### src/rtl/core/cluster_key_slot_hash_top_defines.svh
// Assertion macros shared by the cluster key slot hash RTL.
// Included by modules that carry concurrent checks; no other dependencies.
`ifndef CLUSTER_KEY_SLOT_HASH_TOP_DEFINES_SVH
`define CLUSTER_KEY_SLOT_HASH_TOP_DEFINES_SVH

// Condition must hold at every clock edge outside reset.
`define CKSH_ASSERT_ALWAYS(lbl, clk, rst, cond, msg) \
   lbl: assert property (@(posedge clk) disable iff (rst) (cond)) else $error(msg);

// Antecedent in one cycle implies consequent in the next.
`define CKSH_ASSERT_NEXT(lbl, clk, rst, ante, cons, msg) \
   lbl: assert property (@(posedge clk) disable iff (rst) (ante) |=> (cons)) \
      else $error(msg);

`endif

### src/rtl/core/cksh_pkg.sv
// Package for the cluster key slot hash block: beat types, constants, CRC16 step.
// No dependencies; used by the hash, checker, queue and top modules and by the bench.
package cksh_pkg;

   localparam int SLOT_BITS_DEFAULT = 14;
   localparam int SLOT_FIELD_BITS   = 14;
   localparam int CRC_BITS          = 16;

   localparam logic [CRC_BITS-1:0] CRC_POLY    = 16'h1021;
   localparam logic [7:0]          BRACE_OPEN  = 8'h7B;
   localparam logic [7:0]          BRACE_CLOSE = 8'h7D;

   // Register map
   localparam logic REG_CLUSTER_ENABLED = 1'b0;

   typedef struct packed {
      logic [7:0] key_byte;
      logic       last_of_key;
      logic       first_of_group;
   } req_beat_type;

   typedef struct packed {
      logic [SLOT_FIELD_BITS-1:0] slot;
      logic                       unique_valid;
      logic [SLOT_FIELD_BITS-1:0] unique_slot;
      logic                       cross_slot;
   } rsp_beat_type;

   // CRC16-XMODEM over one byte, MSB first
   function automatic logic [CRC_BITS-1:0] crc16_byte(input logic [CRC_BITS-1:0] crc,
                                                      input logic [7:0]          data);
      logic [CRC_BITS-1:0] c;
      c = crc ^ {data, 8'h00};
      for (int i = 0; i < 8; i++) begin
         if (c[CRC_BITS-1]) begin
            c = {c[CRC_BITS-2:0], 1'b0} ^ CRC_POLY;
         end else begin
            c = {c[CRC_BITS-2:0], 1'b0};
         end
      end
      return c;
   endfunction

endpackage

### src/rtl/core/cksh_chan_if.sv
// Valid/ready channel interface carrying one payload beat.
// Payload type is supplied by the instantiating scope (types from cksh_pkg).
interface cksh_chan_if #(
   parameter type payload_type = logic
);
   logic        valid;
   logic        ready;
   payload_type data;

   modport source (output valid, output data, input ready);
   modport sink   (input valid, input data, output ready);
endinterface

### src/rtl/core/cksh_key_hash.sv
// Per-key hashing: whole-key CRC, hash tag tracking and tag CRC, slot select.
// Depends on cksh_pkg.
module cksh_key_hash #(
   parameter int SLOT_BITS = cksh_pkg::SLOT_BITS_DEFAULT
) (
   input  logic                 clock,
   input  logic                 reset,
   input  logic                 accept,
   input  cksh_pkg::req_beat_type beat,
   output logic [SLOT_BITS-1:0] slot
);
   import cksh_pkg::*;

   typedef enum logic [1:0] {
      PH_SEEK,
      PH_IN,
      PH_DONE
   } phase_type;

   logic [CRC_BITS-1:0] crc_whole_ff, crc_whole_in;
   logic [CRC_BITS-1:0] crc_tag_ff, crc_tag_in;
   phase_type           phase_ff, phase_in;
   logic                has_bytes_ff, has_bytes_in;

   logic [CRC_BITS-1:0] base_whole, base_tag, crc_sel;
   phase_type           base_phase;
   logic                base_has;

   // Group start restarts the key; then fold in this byte
   always_comb begin
      base_whole = beat.first_of_group ? '0 : crc_whole_ff;
      base_tag   = beat.first_of_group ? '0 : crc_tag_ff;
      base_phase = beat.first_of_group ? PH_SEEK : phase_ff;
      base_has   = beat.first_of_group ? 1'b0 : has_bytes_ff;

      crc_whole_in = crc16_byte(base_whole, beat.key_byte);
      crc_tag_in   = base_tag;
      phase_in     = base_phase;
      has_bytes_in = base_has;

      unique case (base_phase)
         PH_SEEK: begin
            if (beat.key_byte == BRACE_OPEN) begin
               phase_in = PH_IN;
            end
         end
         PH_IN: begin
            if (beat.key_byte == BRACE_CLOSE) begin
               phase_in = PH_DONE;
            end else begin
               crc_tag_in   = crc16_byte(base_tag, beat.key_byte);
               has_bytes_in = 1'b1;
            end
         end
         default: begin
         end
      endcase

      // Non-empty closed tag wins, otherwise whole key
      crc_sel = (phase_in == PH_DONE && has_bytes_in) ? crc_tag_in : crc_whole_in;
      slot    = crc_sel[SLOT_BITS-1:0];
   end

   // Key state; cleared after the last byte of a key
   always_ff @(posedge clock) begin
      if (reset) begin
         crc_whole_ff <= '0;
         crc_tag_ff   <= '0;
         phase_ff     <= PH_SEEK;
         has_bytes_ff <= 1'b0;
      end else if (accept) begin
         if (beat.last_of_key) begin
            crc_whole_ff <= '0;
            crc_tag_ff   <= '0;
            phase_ff     <= PH_SEEK;
            has_bytes_ff <= 1'b0;
         end else begin
            crc_whole_ff <= crc_whole_in;
            crc_tag_ff   <= crc_tag_in;
            phase_ff     <= phase_in;
            has_bytes_ff <= has_bytes_in;
         end
      end
   end

endmodule

### src/rtl/core/cksh_group_check.sv
// Group checker: tracks whether all recorded keys of a group share one slot,
// and assembles the result beat. Depends on cksh_pkg and the defines header.
`include "cluster_key_slot_hash_top_defines.svh"

module cksh_group_check #(
   parameter int SLOT_BITS = cksh_pkg::SLOT_BITS_DEFAULT
) (
   input  logic                   clock,
   input  logic                   reset,
   input  logic                   accept,
   input  logic                   first_of_group,
   input  logic                   last_of_key,
   input  logic                   cluster_enabled,
   input  logic [SLOT_BITS-1:0]   slot,
   output cksh_pkg::rsp_beat_type rsp_beat
);
   import cksh_pkg::*;

   typedef enum logic [1:0] {
      GS_NONE,
      GS_ONE,
      GS_CROSS
   } status_type;

   status_type           status_ff, status_in, base_status;
   logic [SLOT_BITS-1:0] group_slot_ff, group_slot_in, base_slot;

   // Next checker state as seen by this beat
   always_comb begin
      base_status   = first_of_group ? GS_NONE : status_ff;
      base_slot     = first_of_group ? '0 : group_slot_ff;
      status_in     = base_status;
      group_slot_in = base_slot;
      if (last_of_key && cluster_enabled) begin
         unique case (base_status)
            GS_NONE: begin
               status_in     = GS_ONE;
               group_slot_in = slot;
            end
            GS_ONE: begin
               if (base_slot != slot) begin
                  status_in = GS_CROSS;
               end
            end
            default: begin
            end
         endcase
      end
   end

   // Result beat reports the updated status
   always_comb begin
      rsp_beat.slot         = SLOT_FIELD_BITS'(slot);
      rsp_beat.unique_valid = (status_in == GS_ONE);
      rsp_beat.unique_slot  = (status_in == GS_ONE) ? SLOT_FIELD_BITS'(group_slot_in) : '0;
      rsp_beat.cross_slot   = (status_in == GS_CROSS);
   end

   always_ff @(posedge clock) begin
      if (reset) begin
         status_ff     <= GS_NONE;
         group_slot_ff <= '0;
      end else if (accept) begin
         status_ff     <= status_in;
         group_slot_ff <= group_slot_in;
      end
   end

   `CKSH_ASSERT_ALWAYS(a_excl_flags, clock, reset, !(rsp_beat.unique_valid && rsp_beat.cross_slot), "unique and cross slot both set")
   `CKSH_ASSERT_NEXT(a_group_clear, clock, reset, accept && first_of_group && !last_of_key, status_ff == GS_NONE, "group start did not clear checker")
   `CKSH_ASSERT_NEXT(a_cross_sticky, clock, reset, status_ff == GS_CROSS && !(accept && first_of_group), status_ff == GS_CROSS, "cross slot dropped without group start")

endmodule

### src/rtl/core/cksh_out_queue.sv
// Two-entry result queue between the hash logic and the result channel.
// Depends on cksh_pkg and the defines header.
`include "cluster_key_slot_hash_top_defines.svh"

module cksh_out_queue (
   input  logic                   clock,
   input  logic                   reset,
   input  logic                   push,
   input  cksh_pkg::rsp_beat_type push_beat,
   output logic                   full,
   output logic                   out_valid,
   input  logic                   out_ready,
   output cksh_pkg::rsp_beat_type out_beat
);
   import cksh_pkg::*;

   rsp_beat_type entries_ff [2];
   logic         wr_ptr_ff, rd_ptr_ff;
   logic [1:0]   count_ff;
   logic         pop;

   assign full      = (count_ff == 2'd2);
   assign out_valid = (count_ff != 2'd0);
   assign out_beat  = entries_ff[rd_ptr_ff];
   assign pop       = out_valid && out_ready;

   // Payload storage
   always_ff @(posedge clock) begin
      if (push) begin
         entries_ff[wr_ptr_ff] <= push_beat;
      end
   end

   // Pointers and fill count
   always_ff @(posedge clock) begin
      if (reset) begin
         wr_ptr_ff <= 1'b0;
         rd_ptr_ff <= 1'b0;
         count_ff  <= 2'd0;
      end else begin
         if (push) begin
            wr_ptr_ff <= ~wr_ptr_ff;
         end
         if (pop) begin
            rd_ptr_ff <= ~rd_ptr_ff;
         end
         if (push && !pop) begin
            count_ff <= count_ff + 2'd1;
         end else if (pop && !push) begin
            count_ff <= count_ff - 2'd1;
         end
      end
   end

   `CKSH_ASSERT_ALWAYS(a_count_range, clock, reset, count_ff != 2'd3, "queue count out of range")
   `CKSH_ASSERT_ALWAYS(a_no_overflow, clock, reset, !(push && full), "push into full queue")
   `CKSH_ASSERT_NEXT(a_full_holds, clock, reset, full && !pop, full, "full queue lost an entry")

endmodule

### src/rtl/core/cluster_key_slot_hash_top.sv
// A key's result beat is written into the result queue when its last byte is accepted.
// Throughput: one key byte per cycle; the two-entry result queue keeps bytes
// flowing while a result waits, and input stalls only when both entries are full.
// Reset (synchronous): clears key and group state, empties the queue and
// sets cluster_enabled to 0.
module cluster_key_slot_hash_top #(
   parameter int SLOT_BITS = cksh_pkg::SLOT_BITS_DEFAULT
) (
   input  logic        clock,
   input  logic        reset,
   cksh_chan_if.sink   req_bus,
   cksh_chan_if.source rsp_bus,
   input  logic        psel,
   input  logic        penable,
   input  logic        pwrite,
   input  logic [2:0]  paddr,
   input  logic [31:0] pwdata,
   output logic [31:0] prdata,
   output logic        pready
);
   import cksh_pkg::*;

   logic                 cluster_enabled_ff;
   logic                 accept;
   logic                 queue_full;
   logic [SLOT_BITS-1:0] key_slot;
   req_beat_type         req_beat;
   rsp_beat_type         new_beat;
   rsp_beat_type         out_beat;

   // Configuration register
   assign pready = 1'b1;
   always_comb begin
      prdata = '0;
      if (paddr[2] == REG_CLUSTER_ENABLED) begin
         prdata = {31'd0, cluster_enabled_ff};
      end
   end

   always_ff @(posedge clock) begin
      if (reset) begin
         cluster_enabled_ff <= 1'b0;
      end else if (psel && penable && pwrite && pready
                   && paddr[2] == REG_CLUSTER_ENABLED) begin
         cluster_enabled_ff <= pwdata[0];
      end
   end

   // Input handshake
   assign req_beat      = req_bus.data;
   assign req_bus.ready = !queue_full;
   assign accept        = req_bus.valid && req_bus.ready;

   cksh_key_hash #(
      .SLOT_BITS (SLOT_BITS)
   ) u_key_hash (
      .clock  (clock),
      .reset  (reset),
      .accept (accept),
      .beat   (req_beat),
      .slot   (key_slot)
   );

   cksh_group_check #(
      .SLOT_BITS (SLOT_BITS)
   ) u_group_check (
      .clock           (clock),
      .reset           (reset),
      .accept          (accept),
      .first_of_group  (req_beat.first_of_group),
      .last_of_key     (req_beat.last_of_key),
      .cluster_enabled (cluster_enabled_ff),
      .slot            (key_slot),
      .rsp_beat        (new_beat)
   );

   // Result beats only on the last byte of a key
   cksh_out_queue u_out_queue (
      .clock     (clock),
      .reset     (reset),
      .push      (accept && req_beat.last_of_key),
      .push_beat (new_beat),
      .full      (queue_full),
      .out_valid (rsp_bus.valid),
      .out_ready (rsp_bus.ready),
      .out_beat  (out_beat)
   );

   assign rsp_bus.data = out_beat;

endmodule

### src/flat_wrapper.sv
// flat-port wrapper written by rule: the top's interface ports become plain ports
module cluster_key_slot_hash_top_flat import cksh_pkg::*;
#(
   parameter int SLOT_BITS = cksh_pkg::SLOT_BITS_DEFAULT
)
  (clock, reset, psel, penable, pwrite, paddr, pwdata, prdata, pready, req_bus_valid, req_bus_data, req_bus_ready, rsp_bus_valid, rsp_bus_data, rsp_bus_ready);
  cksh_chan_if #(.payload_type(req_beat_type)) req_bus_i ();
  cksh_chan_if #(.payload_type(rsp_beat_type)) rsp_bus_i ();
  input  logic clock;
  input  logic reset;
  input  logic psel;
  input  logic penable;
  input  logic pwrite;
  input  logic [2:0] paddr;
  input  logic [31:0] pwdata;
  output logic [31:0] prdata;
  output logic pready;
  input wire logic [$bits(req_bus_i.valid)-1:0] req_bus_valid;
  input wire logic [$bits(req_bus_i.data)-1:0] req_bus_data;
  output wire logic [$bits(req_bus_i.ready)-1:0] req_bus_ready;
  output wire logic [$bits(rsp_bus_i.valid)-1:0] rsp_bus_valid;
  output wire logic [$bits(rsp_bus_i.data)-1:0] rsp_bus_data;
  input wire logic [$bits(rsp_bus_i.ready)-1:0] rsp_bus_ready;
  assign req_bus_i.valid = req_bus_valid;
  assign req_bus_i.data = req_bus_data;
  assign req_bus_ready = req_bus_i.ready;
  assign rsp_bus_valid = rsp_bus_i.valid;
  assign rsp_bus_data = rsp_bus_i.data;
  assign rsp_bus_i.ready = rsp_bus_ready;
  cluster_key_slot_hash_top #(.SLOT_BITS(SLOT_BITS)) u_core (.clock(clock), .reset(reset), .req_bus(req_bus_i), .rsp_bus(rsp_bus_i), .psel(psel), .penable(penable), .pwrite(pwrite), .paddr(paddr), .pwdata(pwdata), .prdata(prdata), .pready(pready));
endmodule
### config.mk
export PLATFORM = sky130hd
export DESIGN_NAME = cluster_key_slot_hash_top_flat
export DESIGN_NICKNAME = d
export VERILOG_FILES = /design/src/rtl/core/cksh_pkg.sv /design/src/rtl/core/cksh_chan_if.sv /design/src/rtl/core/cksh_key_hash.sv /design/src/rtl/core/cksh_group_check.sv /design/src/rtl/core/cksh_out_queue.sv /design/src/rtl/core/cluster_key_slot_hash_top.sv /design/src/flat_wrapper.sv
export VERILOG_INCLUDE_DIRS = /design/src /design/src/rtl/core
export SDC_FILE = /design/constraint.sdc
export NUM_CORES = 1
export LEC_CHECK = 0
export BUFFER_PORTS_ARGS = -buffer_cell sky130_fd_sc_hd__buf_2
export CORE_MARGIN = 1
export CORE_UTILIZATION = 61
export CTS_CLUSTER_DIAMETER = 60
export DETAILED_ROUTE_END_ITERATION = 10
export PLACE_DENSITY_LB_ADDON = 0.3
export SKIP_CTS_REPAIR_TIMING = 1
export SYNTH_ARGS = -nofsm -noshare
export SYNTH_HDL_FRONTEND = slang
export SYNTH_SLANG_ARGS = --single-unit
### constraint.sdc
create_clock -name clock -period 4.6 [get_ports clock]
set_input_delay 0.23 -clock clock [delete_from_list [all_inputs] [get_ports clock]]
set_output_delay 0.23 -clock clock [all_outputs]
set_load 0.02 [all_outputs]
==> impl_metrics.py, run 1 <==
metrics = {
    "outcome": {
        "status": "complete, no violations",
    },
    "setup_path": {
        "path_cells": "nand2b_4 -> or4_4 -> nand2_4 -> mux2_2 -> a2111oi_0 -> a311o_1 -> nand4_1 -> o21ba_2 -> nor3b_1",
        "cp.required_ns": 4.91,
        "path_max_fanout": 15,
        "cp-end-kind": "flop",
        "critPathKind": "flop to flop",
        "crit_path_start_kind": "flop",
        "crit_slowest_cell": "or4_4",
        "crit_arrival_ns": 3.73,
        "critPathMaxStageDelay_ns": 0.58,
    },
    "global_routing": {
        "met1_usage": 0.359,
        "grtUsageMet2": 0.487,
        "grt-ovfl-total": 0,
        "grt.busiest_layer": "met2",
        "met3_usage": 0.0736,
        "grt_pass1_wl_mm": 25.3,
        "grt_max_degree": 59,
        "antenna_found_initial": 0,
        "grt_pass1_vias": 4960,
        "grt_use_total": 0.295,
    },
    "layout": {
        "drive_above_1_share": 0.212,
        "n_antenna_cell": 0,
        "final_cell_mix": "nor2_1 (92), edfxtp_1 (60), dfxtp_1 (57)",
        "area_growth_syn_to_layout_pct": 11.7,
        "mostFrequentLayoutCell": "nor2_1",
        "nNetsFinal": 756,
        "stdcell_area_mm2": 0.00738,
        "utilization": 0.709,
    },
    "clocking": {
        "clockBufferDepth": 2,
        "htree_levels": 4,
        "cts.sinks": 117,
        "path_clk_slew_ns": 0.06,
        "cts_root_buf": "clkbuf_8",
        "clkLatencyLatePin_ns": 0.52,
        "cts_buffers": 17,
        "cts_tree": "yes",
    },
    "job": {
        "cap_violations": 0,
    },
    "sta": {
        "setup_viol": 0,
        "timing.fmax_mhz": 293,
        "tightest_slew_ns": 1.15,
        "maxSlewHeadroom": 0.233,
        "final_hold_viol_count": 0,
        "setup_ws_ns": 1.18,
        "finalCriticalPeriod_ns": 3.42,
        "hold_slack_ns": 0.0964,
        "timing.final.crit_share": 0.743,
        "drv_slew": 0,
        "fin_skew_ns": 0.00802,
        "setup_tns_ns": 0,
        "rsz0062_at_grt": "false",
    },
    "synthesis": {
        "yosysTopAreaCell": "edfxtp_1",
        "syn_area_mm2": 0.00661,
        "ys_types": 68,
        "ys_seq_area_frac": 0.445,
        "syn_avg_cell_area_um2": 10.0,
        "syn_inst": 660,
        "synth_warnings": 0,
        "synthFlopType": "edfxtp_1",
        "async_reset_ff_frac": 0,
        "netlist_top_cells_area": "edfxtp_1 (27%), dfxtp_1 (17%), mux2_2 (6.1%)",
        "synth_seq_cells": 117,
        "synth_top_area_frac": 0.273,
        "synth_edf_count": 60,
    },
    "detailed_routing": {
        "firstDrtPassIters": 5,
        "num_vias": 5119,
        "postRouteAntennaNets": 0,
        "drt_iter0_markers": 462,
        "avgViaCountPerCell": 6.01,
        "route.detailed.wl_per_inst_um": 18.8,
        "drc": 0,
        "drt_wl_total_mm": 16.0,
    },
    "floorplan": {
        "num_rows": 37,
        "core_mm2": 0.0104,
        "die_width_um": 106,
        "io_pins": 117,
        "die_area_mm2": 0.0113,
        "die_h_um": 106,
        "start_util": 0.634,
    },
    "placed_design": {
        "io_buffers": 51,
        "gp_congestion": 0.891,
        "place_area_mm2": 0.00683,
        "place_hpwl_mm": 10.7,
        "pre_cts_slack_ns": 0.927,
    },
    "power": {
        "peakVddDrop_mv": 0.255,
        "power_density_mw_per_mm2": 449,
        "p_leak_uw": 0.00271,
    },
    "min_path": {
        "worstHoldPathType": "input pin to flop",
    },
}
-- area by class of cell --
type,count,area (µm²)
Multi-Input combinational cell,494,3330
Fill cell,735,3030
Sequential cell,117,2940
Clock buffer,18,418
Timing Repair Buffer,67,378
Tap cell,136,170
Clock inverter,14,126
Inverter,6,22.5
-- critical path, delay by kind of cell, from the launching register on --
| family | cells | cell delay (ns) |
|---|---|---|
| flip-flops | 1 | 0.38 |
| multiplexers | 1 | 0.44 |
| AND/OR/NAND/NOR | 5 | 1.36 |
| AO/OA/AOI/OAI | 3 | 1.01 |
-- path summary, 6_finish.rpt --
kind | depth (start not counted) | endpoint | slack (ns) | startpoint
worst max-delay path | 9 | u_core.u_out_queue.entries_ff[1][3] | 1.18 | u_core.u_key_hash.has_bytes_ff
worst min-delay path | 4 | u_core.u_out_queue.rd_ptr_ff | 0.1 | rsp_bus_ready
worst max register to register | 9 | u_core.u_out_queue.entries_ff[1][3] | 1.18 | u_core.u_key_hash.has_bytes_ff
worst min register to register | 2 | u_core.u_key_hash.crc_tag_ff[7] | 0.49 | u_core.u_key_hash.crc_tag_ff[7]
-- flip-flops by register name, indices dropped and copies added, names as in the netlist, named ones only --
name	cells
u_core.u_group_check.status_ff	2
u_core.cluster_enabled_ff	1
u_core.u_key_hash.phase_ff	2
u_core.u_group_check.group_slot_ff	14
u_core.u_out_queue.rd_ptr_ff	1
u_core.u_out_queue.entries_ff	60
u_core.u_key_hash.crc_tag_ff	16
u_core.u_key_hash.crc_whole_ff	16
u_core.u_out_queue.count_ff	2
u_core.u_key_hash.has_bytes_ff	1
u_core.u_out_queue.wr_ptr_ff	1
-- stage by stage --
step           std cells  total power [µW]
6_report             852              3310
3_3_place_gp         819              2070
5_1_grt              852              3430
4_1_cts              851              3310
3_5_place_dp         819              2100
2_1_floorplan        690              1890
-- routing by layer --
| layer | vias to the layer above | routed length [µm] | part of all wire |
|---|---|---|---|
| met5 | - | 0 | 0 |
| met4 | 0 | 423 | 0.026 |
| met3 | 38 | 1260 | 0.079 |
| met2 | 258 | 8050 | 0.50 |
| met1 | 2438 | 6280 | 0.39 |
| li1 | 2385 | - | - |
-- cells in the mapped netlist, types with 7 or more instances --
cell	n
nor2_1	94
xnor2_1	45
dfxtp_1	57
xor2_1	18
nor3b_1	7
a22oi_1	36
mux2_2	36
edfxtp_1	60
nor3_1	11
or3_1	7
and3_1	14
o21ai_0	14
clkbuf_1	29
a21oi_1	26
a32oi_1	7
nand2_1	39
nor2b_1	13
buf_4	34
-- power by group --
part	total [µW]	internal [µW]	switching [µW]
combinational	859	327	532
sequential	1230	1190	38.3
clock	1220	720	504
total	3310	2240	1070
-- cell families (layout without fill, tap and decap cells) --
group,Yosys count,after routing,share of synthesized area
flip-flops,117,117,0.445
AND/OR/NAND/NOR,228,228,0.177
adder cells (fa/ha/maj),1,1,0.00189
AO/OA/AOI/OAI,121,121,0.129
other,2,32,0.00114
buffers and inverters,79,105,0.0691
XOR/XNOR,70,70,0.106
multiplexers,42,42,0.0706
Power figures use the tool's default switching activity.
==> run 2: changes to the inputs <==
- ABC_AREA: unset -> 1
- CORE_UTILIZATION: 61 -> 57
- clock period: 4.6 -> 3.4 ns (I/O delays scaled with it)
==> impl_metrics.py, run 2 <==
metrics = {
    "clocking": {
        "cts_root_buf": "clkbuf_16",
        "htree_levels": 4,
        "cts_buffers": 17,
        "cts_tree": "yes",
        "path_clk_slew_ns": 0.05,
        "clockBufferDepth": 2,
        "clkLatencyLatePin_ns": 0.42,
        "cts.sinks": 117,
    },
    "synthesis": {
        "netlist_top_cells_area": "edfxtp_1 (27%), nand2_1 (18%), dfxtp_1 (17%)",
        "synth_warnings": 0,
        "synth_edf_count": 60,
        "synthMostInstantiatedCell": "nand2_1",
        "syn_area_mm2": 0.00678,
        "synth_top_area_frac": 0.266,
        "synth_seq_cells": 117,
        "ys_seq_area_frac": 0.434,
        "async_reset_ff_frac": 0,
        "yosysTopAreaCell": "edfxtp_1",
        "synthFlopType": "edfxtp_1",
        "syn_inst": 901,
        "synth_common_cells": "nand2_1 (325), inv_1 (88), nand3_1 (70), edfxtp_1 (60), dfxtp_1 (57)",
        "ys_types": 35,
        "syn_avg_cell_area_um2": 7.52,
    },
    "detailed_routing": {
        "drt_iter0_markers": 618,
        "drt_wl_total_mm": 15.4,
        "postRouteAntennaNets": 0,
        "drc": 15,
        "num_vias": 5827,
        "avgViaCountPerCell": 5.27,
        "route.detailed.wl_per_inst_um": 14.0,
        "firstDrtPassIters": 8,
    },
    "outcome": {
        "violations": "DRC",
        "status": "complete, but fails checks",
    },
    "setup_path": {
        "critPathKind": "flop to flop",
        "cp-end-kind": "flop",
        "crit_slowest_cell": "dfxtp_1",
        "path_buf_inv": 1,
        "path_cells": "nand2_4 -> nor2_8 -> nand2_4 -> nand2_2 -> buf_4 -> nand2_4 -> nor2_8 -> nand3_1 -> nand2_1 -> nand2_1 -> nand2_1 -> nand2_1 -> nor2_1 -> nand2_1 -> nand2_1 -> nand2_1 -> nand2_2 -> nand2_4 -> nor2_1",
        "crit_arrival_ns": 3.11,
        "cp.required_ns": 3.64,
        "critPathMostFrequentCell": "nand2_1",
        "critPathMaxStageDelay_ns": 0.37,
        "crit_path_start_kind": "flop",
        "path_max_fanout": 19,
        "crit_family": "simple AND/OR/NAND/NOR gates",
    },
    "floorplan": {
        "num_rows": 39,
        "die_width_um": 111,
        "die_h_um": 111,
        "die_area_mm2": 0.0123,
        "core_mm2": 0.0115,
        "start_util": 0.588,
        "io_pins": 117,
    },
    "sta": {
        "tightest_slew_ns": 0.624,
        "rsz0062_at_grt": "false",
        "final_hold_viol_count": 0,
        "finalCriticalPeriod_ns": 2.87,
        "setup_ws_ns": 0.526,
        "drv_slew": 0,
        "timing.fmax_mhz": 348,
        "maxSlewHeadroom": 0.584,
        "setup_tns_ns": 0,
        "timing.final.crit_share": 0.845,
        "setup_viol": 0,
        "fin_skew_ns": 0.00777,
        "hold_slack_ns": 0.00888,
    },
    "layout": {
        "top_regs": "u_core.u_out_queue.entries_ff: 60 flops, u_core.u_key_hash.crc_tag_ff: 16 flops, u_core.u_key_hash.crc_whole_ff: 16 flops",
        "largest_reg_flops": 60,
        "n_antenna_cell": 0,
        "stdcell_area_mm2": 0.00760,
        "mostFrequentLayoutCell": "nand2_1",
        "regMostFlops": "u_core.u_out_queue.entries_ff",
        "fin_cells": 1106,
        "area_growth_syn_to_layout_pct": 12.2,
        "final_cell_mix": "nand2_1 (325), inv_1 (88), nand3_1 (70)",
        "fillCellCount": 971,
        "drive_above_1_share": 0.164,
        "nNetsFinal": 1004,
    },
    "global_routing": {
        "grt_max_degree": 48,
        "antenna_found_initial": 0,
        "grt_pass1_vias": 5302,
        "grt-ovfl-total": 0,
        "grt_pass1_wl_mm": 25.3,
        "grt_use_total": 0.263,
    },
    "placed_design": {
        "dp_cells": 1075,
        "gp_congestion": 0.917,
        "io_buffers": 51,
        "place_hpwl_mm": 10.8,
        "pre_cts_slack_ns": 0.496,
        "place_area_mm2": 0.00702,
    },
    "power": {
        "p_leak_uw": 0.00345,
        "power_density_mw_per_mm2": 558,
        "peakVddDrop_mv": 0.352,
    },
    "min_path": {
        "worstHoldPathType": "input pin to flop",
    },
    "job": {
        "cap_violations": 0,
    },
}
[run 2: changes by cell type in the layout (fill, tap and decap cells not counted), moves of 14 or more]
cell | previous run | this run
nand2_1 | 39 | 325
inv_1 | 6 | 88
nand3_1 | 3 | 70
xnor2_1 | 45 | 3
a21oi_1 | 26 | 52
a22oi_1 | 36 | 1
nor2_1 | 92 | 48
and3_1 | 14 | 0
o21ai_0 | 14 | 29
[run 2: layout make-up]
class | instances | area (µm²) | area share
multi-input combinational | 655 | 3170 | 0.417
sequential | 117 | 2940 | 0.387
clock buffer | 19 | 443 | 0.0583
timing repair buffer | 67 | 375 | 0.0494
inverter | 93 | 357 | 0.0469
tap | 143 | 179 | 0.0235
clock inverter | 12 | 136 | 0.0179
[run 2: kinds of logic after synthesis]
| group | Yosys count | synth area share |
|---|---|---|
| muxes | 30 | 0.0499 |
| adders and majority gates | 1 | 0.00185 |
| xor gates and xnor gates | 16 | 0.0207 |
| other | 2 | 0.00111 |
| buffers and inverters | 159 | 0.116 |
| AOI/OAI and AO/OA | 99 | 0.0792 |
| and+or+nand+nor | 477 | 0.297 |
| DFF | 117 | 0.434 |
[run 2: final timing paths]
| check | startpoint | slack [ns] | to | depth (start not counted) |
|---|---|---|---|---|
| max | u_core.u_key_hash.phase_ff[0] | 0.53 | u_core.u_out_queue.entries_ff[1][3] | 19 |
| min | pwdata[0] | 0.009 | u_core.cluster_enabled_ff | 2 |
| max reg2reg | u_core.u_key_hash.phase_ff[0] | 0.53 | u_core.u_out_queue.entries_ff[1][3] | 19 |
| min reg2reg | u_core.u_key_hash.crc_whole_ff[11] | 0.46 | u_core.u_key_hash.crc_whole_ff[11] | 2 |
[run 2: worst register-to-register path, stage by stage (launching register included)]
cell	delay [ns]
dfxtp_1	0.37
nand2_4	0.10
nor2_8	0.15
nand2_4	0.11
nand2_2	0.10
buf_4	0.12
nand2_4	0.07
nor2_8	0.27
nand3_1	0.26
nand2_1	0.16
nand2_1	0.06
nand2_1	0.05
nand2_1	0.06
nor2_1	0.09
nand2_1	0.09
nand2_1	0.07
nand2_1	0.07
nand2_2	0.09
nand2_4	0.16
nor2_1	0.24
[run 2: per-layer routing]
| metal | vias to the layer above | global-route usage | wire (µm) |
|---|---|---|---|
| met5 | - | 0 | 0 |
| met4 | 0 | 0.139 | 584 |
| met3 | 50 | 0.0689 | 1210 |
| met2 | 234 | 0.403 | 6960 |
| met1 | 2617 | 0.344 | 6680 |
| li1 | 2926 | - | - |
[run 2: per-stage QoR]
step / util / total power [µW]
finish: 0.660 / 4240
global route: 0.660 / 4420
CTS: 0.660 / 4260
detailed placement: 0.610 / 2490
global placement: 0.610 / 2470
floorplan: - / 2310
[run 2: report_power, final]
part           internal, µW  total [µW]  switching (µW)
Clock                  1150        1770             618
Sequential             1600        1630            34.0
Combinational           272         846             574
Total                  3020        4240            1230
==> run 3: changes to the inputs <==
- clock period: 3.4 -> 2.8 ns (I/O delays scaled with it)
==> impl_metrics.py, run 3 (synthesis results as in run 2) <==
metrics = {
    "outcome": {
        "status": "complete, but fails checks",
        "violations": "DRC, hold timing",
    },
    "setup_path": {
        "cp-end-kind": "flop",
        "crit_slowest_cell": "a21oi_4",
        "r2r_slack_ns": 0.21,
        "path_max_fanout": 15,
        "crit_family": "simple AND/OR/NAND/NOR gates",
        "critPathKind": "flop to flop",
        "cp.required_ns": 3.06,
        "crit_path_start_kind": "flop",
        "path_cells": "nand2_1 -> nand3_1 -> a21oi_4 -> nor2_8 -> buf_4 -> nand2_1 -> nand2_1 -> nand2_1 -> nand2_1 -> nor2_1 -> nand2_1 -> nor2_1 -> nand2_1 -> nand3_1 -> nand2_1 -> inv_2 -> nand2_8 -> nor2_1",
        "critPathMaxStageDelay_ns": 0.37,
        "crit_arrival_ns": 2.85,
        "path_buf_inv": 2,
        "critPathMostFrequentCell": "nand2_1",
    },
    "sta": {
        "rsz0062_at_grt": "false",
        "finalCriticalPeriod_ns": 2.59,
        "timing.fmax_mhz": 387,
        "fin_skew_ns": 0.0110,
        "hold_slack_ns": -0.0186,
        "drv_slew": 0,
        "setup_tns_ns": 0,
        "tightest_slew_ns": 0.669,
        "maxSlewHeadroom": 0.553,
        "setup_viol": 0,
        "final_hold_viol_count": 1,
        "timing.final.crit_share": 0.924,
    },
    "layout": {
        "regMostFlops": "u_core.u_out_queue.entries_ff",
        "top_regs": "u_core.u_out_queue.entries_ff: 60 flops, u_core.u_key_hash.crc_tag_ff: 16 flops, u_core.u_key_hash.crc_whole_ff: 16 flops",
        "area_growth_syn_to_layout_pct": 15.5,
        "n_antenna_cell": 0,
        "nNetsFinal": 1026,
        "mostFrequentLayoutCell": "nand2_1",
        "fin_cells": 1129,
        "largest_reg_flops": 60,
        "drive_above_1_share": 0.204,
        "final_cell_mix": "nand2_1 (321), inv_1 (88), nand3_1 (69)",
    },
    "power": {
        "p_leak_uw": 0.00355,
        "peakVddDrop_mv": 0.314,
        "power_density_mw_per_mm2": 647,
    },
    "clocking": {
        "cts.sinks": 117,
        "htree_levels": 4,
        "path_clk_slew_ns": 0.06,
        "cts_root_buf": "clkbuf_16",
        "cts_buffers": 17,
        "clockBufferDepth": 2,
        "clkLatencyLatePin_ns": 0.42,
        "cts_tree": "yes",
    },
    "detailed_routing": {
        "avgViaCountPerCell": 5.16,
        "firstDrtPassIters": 9,
        "route.detailed.wl_per_inst_um": 13.7,
        "drt_iter0_markers": 522,
        "postRouteAntennaNets": 0,
        "drt_wl_total_mm": 15.5,
        "drc": 15,
        "num_vias": 5824,
    },
    "floorplan": {
        "die_area_mm2": 0.0123,
        "start_util": 0.588,
        "die_width_um": 111,
        "core_mm2": 0.0115,
        "num_rows": 39,
        "io_pins": 117,
        "die_h_um": 111,
    },
    "global_routing": {
        "grt_max_degree": 47,
        "antenna_found_initial": 0,
        "grt_pass1_vias": 5190,
        "grt_use_total": 0.261,
        "grt_pass1_wl_mm": 25.0,
        "grt-ovfl-total": 0,
        "grtUsageMet2": 0.410,
        "met3_usage": 0.0596,
        "met1_usage": 0.347,
        "grt.busiest_layer": "met2",
    },
    "placed_design": {
        "gp_congestion": 0.917,
        "place_hpwl_mm": 10.8,
        "io_buffers": 51,
        "dp_cells": 1093,
    },
    "min_path": {
        "worstHoldPathType": "input pin to flop",
    },
    "job": {
        "cap_violations": 0,
    },
}
-- run 3: changes by cell type in the layout (fill, tap and decap cells not counted), sizes merged --
cell / change
clkinv: -6
clkinvlp: +4
bufinv: -3
nor2: +1
clkbuf: -1
buf: +21
inv: +7
-- run 3: final timing paths --
check | from | end | depth (start not counted)
worst max register to register | u_core.u_key_hash.phase_ff[1] | u_core.u_out_queue.entries_ff[0][14] | 18
worst min-delay path | pwdata[0] | u_core.cluster_enabled_ff | 2
worst max-delay path | u_core.u_key_hash.phase_ff[1] | u_core.u_out_queue.entries_ff[0][14] | 18
worst min register to register | u_core.u_key_hash.crc_whole_ff[11] | u_core.u_key_hash.crc_whole_ff[11] | 2
-- run 3: metal layers --
| metal | routed length, µm | vias up |
|---|---|---|
| met5 | 0 | - |
| met4 | 391 | 0 |
| met3 | 1090 | 28 |
| met2 | 7100 | 229 |
| met1 | 6910 | 2594 |
| li1 | - | 2973 |
-- run 3: final cells by class --
class	instances	area, µm²
flip-flops and latches	117	2950
fillers	971	3690
multi-input cells	656	3240
repair buffers	88	546
clock buffers	18	439
inverters	93	359
well taps	143	179
clock inverters	14	118
-- run 3: per-stage QoR --
stage          worst slack, ns  power [µW]  area, µm²  utilization  hold WS (ns)
3_3_place_gp             0.120        3040       7170        0.623         0.403
4_1_cts                  0.151        5080       7730        0.671       -0.0314
6_report                 0.213        5070       7830        0.680       -0.0186
3_5_place_dp            0.0794        3060       7170        0.623         0.405
2_1_floorplan           0.0400        2800       6890            -         0.304
5_1_grt                0.00459        5300       7830        0.680       0.00175
-- run 3: power breakdown --
part           total, µW  internal, µW  switching (µW)
combinational       1070           364             707
clock               2020          1180             840
sequential          1980          1940            42.2
total               5070          3480            1590
